===== config.mk =====
export PLATFORM = sky130hd
export DESIGN_NAME = bnh_ram
export DESIGN_NICKNAME = d
export VERILOG_FILES = /design/src/bnh_ram.sv
export SDC_FILE = /design/constraint.sdc
export NUM_CORES = 1
export LEC_CHECK = 0
export BUFFER_PORTS_ARGS = -buffer_cell sky130_fd_sc_hd__buf_2
export CORE_MARGIN = 2
export CORE_UTILIZATION = 30
export DETAILED_ROUTE_END_ITERATION = 7
export HOLD_SLACK_MARGIN = 0.08
export PLACE_DENSITY_LB_ADDON = 0.25
export SKIP_CTS_REPAIR_TIMING = 1
export SLEW_MARGIN = 30
export SYNTH_ARGS = -nofsm -noshare
export SYNTH_HDL_FRONTEND = slang
export SYNTH_SLANG_ARGS = --single-unit
export TNS_END_PERCENT = 10

===== constraint.sdc =====
create_clock -name i_clk -period 6.5 [get_ports i_clk]
set_clock_uncertainty 0.2 [all_clocks]
set_input_delay 1.625 -clock i_clk [delete_from_list [all_inputs] [get_ports i_clk]]
set_output_delay 1.625 -clock i_clk [all_outputs]
set_load 0.02 [all_outputs]

===== src/bnh_ram.sv =====
// Generic single-port synchronous RAM with registered read data.
`default_nettype none

module bnh_ram #(
    parameter int WIDTH  = 32,
    parameter int DEPTH  = 8,
    parameter int ADDR_W = (DEPTH > 1) ? $clog2(DEPTH) : 1
) (
    input  wire logic              i_clk,
    input  wire logic              i_we,
    input  wire logic [ADDR_W-1:0] i_addr,
    input  wire logic [WIDTH-1:0]  i_wdata,
    output logic      [WIDTH-1:0]  o_rdata
);

    logic [WIDTH-1:0] r_mem [DEPTH];
    logic [WIDTH-1:0] r_rdata;

    always_ff @(posedge i_clk) begin
        if (i_we) begin
            r_mem[i_addr] <= i_wdata;
        end
        r_rdata <= r_mem[i_addr];
    end

    assign o_rdata = r_rdata;

endmodule

`default_nettype wire


==> impl_metrics.tcl <==
set metrics [dict create \
    synth_nets 490 \
    drt_iter0_markers 245 \
    avgSynthCellArea_um2 23.2 \
    hold_path_end "o_rdata[17]$_DFF_P_" \
    tritoncts "done" \
    final_core_util 0.359 \
    drc 0 \
    h-tree-depth 1 \
    grt_overflow 0 \
    vias 4664 \
    end_kind "flop" \
    first_pass_iters 4 \
    ys_seq_elements 288 \
    finalSetupViolCount 0 \
    yosys-top-cells-area "edfxtp_1 73%, mux4_1 10%, dfxtp_1 6.1%" \
    hold_depth 2 \
    grt_busiest_layer "met2" \
    ys_types 24 \
    drive_gt1_frac 0.292 \
    multiInputGateArea_mm2 0.00209 \
    ys_seq_area_frac 0.793 \
    fill_cells 3243 \
    setup.worst_path.start "i_addr[2]" \
    cp.arrival_ns 3.69 \
    path_max_fanout 29 \
    io_buffers 68 \
    numCtsBuffers 29 \
    grt_pass1_wl_um 31100 \
    grt_util_met1 0.154 \
    wl_per_cell_um 20.2 \
    totalPowerFinal_mw 3.89 \
    dieArea_mm2 0.0365 \
    tns_ns 0 \
    r2r-end "o_rdata[24]$_DFF_P_" \
    status "finished, final reports clean" \
    grt_max_degree 42 \
    track_usage 0.114 \
    rsz0062_at_grt "no" \
    critPathSlowestCell "nor3_2" \
    worst_pin_slew_ns 0.814 \
    drt-total-wl_um 20600 \
    clock_sinks 288 \
    peakVddDrop_uv 173 \
    netlist_area_mm2 0.0105 \
    seqCellArea_mm2 0.00833 \
    fin_crit_sh 0.572 \
    antenna_found_initial 2 \
    drt-vias-per-instance 4.56 \
    path_delay_family "simple AND/OR/NAND/NOR gates" \
    fin_cells 1022 \
    die_w_um 191 \
    rows 68 \
    ios 69 \
    min_path_type "reg2reg" \
    synth_top_cell_by_area "edfxtp_1" \
    critPathLaunchType "primary input" \
    gp_congestion 0.688 \
    reg2reg_slack_ns 5.00 \
    ys_warn_count 0 \
    dp_cells 968 \
    dp_hpwl_um 11800 \
    grt_use_met2 0.188 \
    path_clk_slew_ns 0.06 \
    use_met3 0.0231 \
    initial_core_util 0.304 \
    leakagePower_nw 4.17 \
    slew_headroom 0.454 \
    die_h_um 191 \
    max_stage_delay_ns 0.69 \
    area_delta_synth_final_pct 18.0 \
    yosysTopAreaCellShare 0.732 \
    path_cells "buf_2 > nand2b_1 > nor3_2 > buf_4" \
    nNetsFinal 581 \
    min_from "r_mem[4][17]$_DFFE_PP_" \
    path_buf_inv 2 \
    grt_pass1_vias 5020 \
    clk_path_buf_depth 3 \
    finalHoldViolCount 0 \
    holdWs_ns 0.294 \
    power_density_mw_per_mm2 314 \
    reg2reg_depth 2 \
    drtAntennaViolNets 0 \
    insertion_delay_ns 0.54 \
    cp.required_ns 6.47 \
    cts-root-buf "clkbuf_16" \
    syn_inst 453 \
    max_freq_mhz 269 \
    core_mm2 0.0345 \
    worstSetupPathType "in2reg" \
    r2r-start "r_mem[3][24]$_DFFE_PP_" \
    cap_violations 0 \
    layout_min_cycle_time_ns 3.72 \
    maxSlewViolCount 0 \
]
[synth_stat cells (all sizes together)]
library cell / n
clkbuf: 4
a21oi: 6
nor2b: 2
dfxtp: 32
mux4: 50
a221oi: 2
a211oi: 1
o22ai: 6
inv: 1
a22oi: 5
and2: 1
buf: 17
mux2i: 15
o21ai: 6
nand2b: 2
edfxtp: 256
nand2: 4
a311o: 1
nor2: 9
mux2: 30
nor3: 3
[metrics by stage]
| step | area, um2 | worst slack (ns) |
|---|---|---|
| 6_report | 12400 | 2.78 |
| 3_3_place_gp | 11400 | 2.21 |
| 5_1_grt | 12400 | 2.60 |
| 4_1_cts | 12400 | 2.76 |
| 3_5_place_dp | 11500 | 2.18 |
| 2_1_floorplan | 10500 | 1.29 |
[cells by family after synthesis]
kind of cell	synth area share
AOI/OAI and AO/OA	0.0162
buffers and inverters	0.0132
DFF	0.793
muxes	0.168
and+or+nand+nor	0.00906
[registers in the layout (all words and copies together) (netlist names)]
name     flops
r_mem      256
o_rdata     32
[report_power, final]
| part | switching [mW] | internal (mW) | total [mW] | leakage (nW) |
|---|---|---|---|---|
| sequential | 0.0178 | 2.09 | 2.11 | 2.60 |
| combinational | 0.131 | 0.0892 | 0.221 | 1.14 |
| clock | 0.640 | 0.916 | 1.56 | 0.436 |
[layout by cell type, fill, tap and decap left out, drive strengths merged]
| master | instances |
|---|---|
| o22ai | 6 |
| nor2 | 9 |
| a22oi | 5 |
| dfxtp | 32 |
| nand2 | 4 |
| nor2b | 2 |
| clkinv | 6 |
| nor3 | 3 |
| and2 | 1 |
| a211oi | 1 |
| a311o | 1 |
| mux2 | 30 |
| nand2b | 2 |
| edfxtp | 256 |
| buf | 81 |
| bufinv | 1 |
| mux4 | 50 |
| inv | 1 |
| mux2i | 15 |
| clkbuf | 46 |
| a221oi | 2 |
| a21oi | 6 |
| o21ai | 6 |
| diode | 1 |
[cell type report]
| cell class | instances | area share |
|---|---|---|
| Timing Repair Buffer | 81 | 0.0404 |
| Inverter | 1 | 0.000303 |
| Clock inverter | 7 | 0.00444 |
| Clock buffer | 46 | 0.0678 |
| Sequential cell | 288 | 0.672 |
| Antenna cell | 1 | 0.000202 |
| Tap cell | 455 | 0.0460 |
| Multi-Input combinational cell | 143 | 0.169 |
[how the worst max path moves through the flow]
stage                                  end  slack (ns)  depth (start not counted)
floorplan            r_mem[4][0]$_DFFE_PP_        1.29                          5
CTS                 r_mem[0][16]$_DFFE_PP_        2.76                          4
detailed placement  r_mem[0][15]$_DFFE_PP_        2.18                          4
global route        r_mem[0][13]$_DFFE_PP_        2.60                          4
global placement    r_mem[0][19]$_DFFE_PP_        2.21                          4
finish              r_mem[0][16]$_DFFE_PP_        2.78                          4
[routing by layer]
layer | up-vias | share of wire
li1 | 2103 | -
met4 | 2 | 0.023
met3 | 30 | 0.038
met5 | - | 0.00063
met2 | 82 | 0.48
met1 | 2447 | 0.45
[worst min-delay path: stages (launching register included)]
cell	delay [ns]
edfxtp_1	0.32
a21oi_1	0.06
o21ai_0	0.08
(Power assumes the default switching activity.)
