==> src/bnh_pkg.sv <==
// Shared types, codes and saturation helper for the bivariate Newton-Horner evaluator.
`default_nettype none

package bnh_pkg;

    localparam int WORD_W = 32;
    localparam int FRAC_W = 16;
    localparam int PROD_W = 2 * WORD_W;
    localparam int WIDE_W = PROD_W - FRAC_W + 1;

    typedef logic signed [WORD_W-1:0] t_word;
    typedef logic signed [WIDE_W-1:0] t_wide;
    typedef logic signed [PROD_W-1:0] t_prod;

    typedef logic [1:0] t_mode;
    localparam t_mode MODE_WR_COEF  = 2'd0;
    localparam t_mode MODE_WR_XKNOT = 2'd1;
    localparam t_mode MODE_WR_YKNOT = 2'd2;
    localparam t_mode MODE_EVAL     = 2'd3;

    localparam logic [3:0] TERMS_RESET = 4'd8;

    typedef struct packed {
        logic  sat;
        t_word value;
    } t_sat_word;

    typedef struct packed {
        logic load_diff;
        logic load_prod;
    } t_nest_ctrl;

    // Clamp a wide signed value to the word range and flag the clamp.
    function automatic t_sat_word sat_word(input t_wide v);
        t_sat_word r;
        logic [WIDE_W-WORD_W:0] hi;
        hi = v[WIDE_W-1:WORD_W-1];
        r.sat = !((&hi) || !(|hi));
        if (!r.sat) begin
            r.value = v[WORD_W-1:0];
        end else if (v[WIDE_W-1]) begin
            r.value = t_word'({1'b1, {(WORD_W-1){1'b0}}});
        end else begin
            r.value = t_word'({1'b0, {(WORD_W-1){1'b1}}});
        end
        return r;
    endfunction

endpackage

`default_nettype wire

==> src/bnh_nest_unit.sv <==
// One Horner nesting step: saturated difference, registered product, shift, add, saturate.
`default_nettype none

module bnh_nest_unit
    import bnh_pkg::*;
(
    input  wire logic       i_clk,
    input  wire t_nest_ctrl i_ctrl,
    input  wire t_word      i_point,
    input  wire t_word      i_knot,
    input  wire t_word      i_coef,
    input  wire t_word      i_acc,
    output logic            o_diff_sat,
    output t_sat_word       o_sum
);

    t_sat_word w_diff;
    t_word     r_diff;
    t_word     r_coef;
    t_prod     r_prod;

    assign w_diff     = sat_word(t_wide'(i_point) - t_wide'(i_knot));
    assign o_diff_sat = w_diff.sat;

    always_ff @(posedge i_clk) begin
        if (i_ctrl.load_diff) begin
            r_diff <= w_diff.value;
            r_coef <= i_coef;
        end
        if (i_ctrl.load_prod) begin
            r_prod <= t_prod'(i_acc) * t_prod'(r_diff);
        end
    end

    // arithmetic shift floors toward minus infinity
    assign o_sum = sat_word(t_wide'(signed'(r_prod[PROD_W-1:FRAC_W])) + t_wide'(r_coef));

endmodule

`default_nettype wire

==> config.mk <==
export PLATFORM = sky130hd
export DESIGN_NAME = bnh_nest_unit
export DESIGN_NICKNAME = d
export VERILOG_FILES = /design/src/bnh_pkg.sv /design/src/bnh_nest_unit.sv
export SDC_FILE = /design/constraint.sdc
export NUM_CORES = 2
export LEC_CHECK = 0
export ABC_AREA = 1
export BUFFER_PORTS_ARGS = -buffer_cell sky130_fd_sc_hd__clkbuf_2
export CAP_MARGIN = 0
export CORE_AREA = 4 4 320 259
export CTS_BUF_LIST = sky130_fd_sc_hd__clkbuf_8
export CTS_CLUSTER_SIZE = 12
export DETAILED_ROUTE_END_ITERATION = 12
export DIE_AREA = 0 0 324 263
export PLACE_DENSITY = 0.84
export SYNTH_ARGS = -nofsm -noshare
export SYNTH_HDL_FRONTEND = slang
export SYNTH_SLANG_ARGS = --single-unit
==> constraint.sdc <==
create_clock -name i_clk -period 15.7 [get_ports i_clk]
set_clock_uncertainty 0.05 [all_clocks]
set_input_delay 2.355 -clock i_clk [delete_from_list [all_inputs] [get_ports i_clk]]
set_output_delay 2.355 -clock i_clk [all_outputs]
set_load 0.02 [all_outputs]
==> impl_metrics.csv <==
group,metric,value,unit
placed_design,dp_hpwl,109,mm
min_path,min_to,"r_prod[29]",
cells_and_area,n_fill_cell,6789,
global_route,grt_pass1_vias,41600,
clocking,path_clk_slew,140,ps
logic_synthesis,yosysTopAreaCell,"fa_1",
timing,drv_slew,0,
timing,fin_setup_tns,0,ps
global_route,grt_max_degree,65,
logic_synthesis,synth-warning-count,0,
floorplan,die_y,263,microns
logic_synthesis,ys_seq_elements,112,
timing,fin_crit_sh,64.7,%
timing,worstMarginPinSlew,1210,ps
floorplan,core,79800,sq um
cells_and_area,fin_nets,7593,
logic_synthesis,synth_edf_count,112,
logic_synthesis,avgSynthCellArea,7.77,sq um
min_path,hp-class,"flip-flop to flip-flop",
critical_path,crit_fanout,32,
floorplan,dieArea,85200,sq um
drt,drc,0,
floorplan,row_count,93,
clocking,insertion_delay,500,ps
cells_and_area,layout_common_cells,"1832 x inv_1, 1738 x nand2_1, 1083 x fa_1, 260 x ha_1, 231 x nor2_1",
floorplan,start_util,59.4,%
global_route,grt.total_usage,32.2,%
floorplan,die_w,324,microns
logic_synthesis,yosysTopAreaCellShare,45.7,%
cells_and_area,multi_input_area,36400,sq um
cells_and_area,final_common_cell,"inv_1",
global_route,grt_use_met1,44.5,%
cells_and_area,drive_gt1_share,4.29,%
logic_synthesis,yosys-top-cells-area,"fa_1 46%, inv_1 14%, nand2_1 14%",
critical_path,max_stage_delay,980,ps
critical_path,end_kind,"flip-flop",
logic_synthesis,synth.area.mux_share,0,%
global_route,grtUsageMet3,6.20,%
drt,drt_iter0_markers,3543,
logic_synthesis,syn_inst,6106,
logic_synthesis,synth-async-reset-ratio,0,%
clocking,ctsResizeCount,0,
clocking,cts_buffers,9,
drt,drt-total-wl,131,mm
global_route,grt_antenna_before_repair,3,
drt,viasPerCell,5.40,
clocking,clock-sinks,112,
clocking,root_buffer,"clkbuf_8",
clocking,cts-hold-fix-buffers,0,
global_route,grt_busiest_layer,"met2",
logic_synthesis,synth_xor_area_share,2.25,%
critical_path,critPathRequiredTime,15910,ps
critical_path,arrival,10360,ps
clocking,h-tree-depth,3,
critical_path,cp_common_cell,"fa_1",
clocking,cts_tree,"yes",
timing,fin_crit,10160,ps
critical_path,r2r_slack,7290,ps
status,status,"complete, no violations",
logic_synthesis,ys.flop_type,"edfxtp_1",
critical_path,path_class,"primary input to flip-flop",
global_route,global_route.usage.met2,51.7,%
logic_synthesis,synthesis.nets,7580,
cells_and_area,area_growth,3.85,%
cells_and_area,seqCellArea,3360,sq um
clocking,cts_max_path_buffers,2,
floorplan,io_pins,165,
critical_path,r2r_cells,23,
global_route,grt_pass1_wl,217,mm
drt,num_vias,38700,
critical_path,critPathLaunchType,"primary input",
logic_synthesis,synth_area,47400,sq um
timing,rsz0062_at_grt,"no",
drt,post_drt_wl_per_cell,18.2,microns
logic_synthesis,synth_top_family_by_area,"adder cells",
logic_synthesis,yosys.area_share.simple,17.9,%
critical_path,crit_chain,"clkbuf_2 > nand2_1 > inv_1 > fa_1 > fa_1 > fa_1 > inv_1 > fa_1 > inv_1 > fa_1 > fa_1 > inv_1 > fa_1 > inv_1 > fa_1 > ha_1 > nand2_1 > nor2_1 > inv_1 > nor4_1 > nand3_1 > nand3_1 > nand2_1",
clocking,post_cts_buffers,0,
placed_design,io_buffers,164,
logic_synthesis,synth-adder-area-share,52.5,%
critical_path,r2r_end,"r_prod[59]",
global_route,grt_overflow_total,0,
drt,ant_nets,0,
critical_path,crit_path_top_delay_cell,"fa_1",
critical_path,r2r-start,"r_diff[2]",
timing,timing.fmax,0.0984,GHz
timing,setup_viol,0,
logic_synthesis,ys_seq_area_share,7.09,%
min_path,min_from,"r_diff[0]",
placed_design,gp_congestion,0.982,
flow_run,maxCapViolCount,0,
drt,first_pass_iters,6,
timing,finalHoldViolCount,0,
min_path,holdPathStages,8,
logic_synthesis,synth_compound_area_share,4.00,%
timing,max_slew_margin,19.1,%
logic_synthesis,synth_cell_types,44,
-- stage by stage --
stage	util (%)	hold WS (ps)	worst slack, ps	std cells	area, sq um
2_1_floorplan	-	1000	6260	6106	47400
3_3_place_gp	61.5	1660	5180	7153	49100
3_5_place_dp	61.5	1680	5060	7153	49100
4_1_cts	61.7	1700	5580	7169	49300
5_1_grt	61.7	1800	5030	7170	49300
6_report	61.7	1720	5540	7170	49300
-- critical path, delay by kind of cell --
family / cells / cell delay (ps)
buffers and inverters: 7 / 1490
and+or+nand+nor: 7 / 1340
adders and majority gates: 9 / 5180
-- registers in the layout (all words and copies together) (netlist names) --
register / flops
r_prod: 48
r_coef: 32
r_diff: 32
-- final cells by class --
class                           instances  share of cell area, %
Antenna cell                            1                0.00508
Clock buffer                            9                  0.251
Clock inverter                          7                  0.147
Inverter                             1838                   14.0
Multi-Input combinational cell       3952                   73.8
Sequential cell                       112                   6.83
Tap cell                             1045                   2.65
Timing Repair Buffer                  206                   2.31
-- logic make-up (layout without fill, tap and decap cells) --
group	count (synthesis)	in the layout
adders and majority gates	1343	1343
xor gates and xnor gates	120	120
DFF	112	112
buffers and inverters	2042	2060
AOI/OAI and AO/OA	335	335
other	0	1
and+or+nand+nor	2154	2154
-- how the worst max path moves through the flow --
stage,from,cells past startpoint,slack (ps),to
2_1_floorplan,i_acc[31],24,6260,r_prod[54]
3_3_place_gp,i_acc[31],25,5180,r_prod[60]
3_5_place_dp,i_acc[31],23,5060,r_prod[59]
4_1_cts,i_acc[31],23,5580,r_prod[59]
5_1_grt,i_acc[31],23,5030,r_prod[61]
6_report,i_acc[31],23,5540,r_prod[59]
-- synthesized netlist by cell type, types with 7 or more instances --
master       n
o21bai_1    19
o21ai_0     73
xor2_1      75
inv_1     1832
edfxtp_1   112
a21boi_0     7
fa_1      1083
a31oi_1      9
nand2_1   1738
or2_2       11
xnor2_1     43
nand4_1     39
ha_1       260
nand3b_1     7
a21oi_1    172
nand3_1     69
clkbuf_1   192
a21o_1      14
nor3_1      26
nor4_1       9
nor2_2       8
o21a_1      19
nor2_1     231
-- layer usage --
metal	share of wire (%)	vias to the layer above	routed length (microns)
met4	3.3	4	4320
met5	0.024	-	31
met1	40	18900	52400
met3	11	353	13800
li1	-	17300	-
met2	46	2137	60200
Power is left out: the tool's default activity adds up to more than one toggle a clock period on the data nets, which glitch-free logic cannot reach.
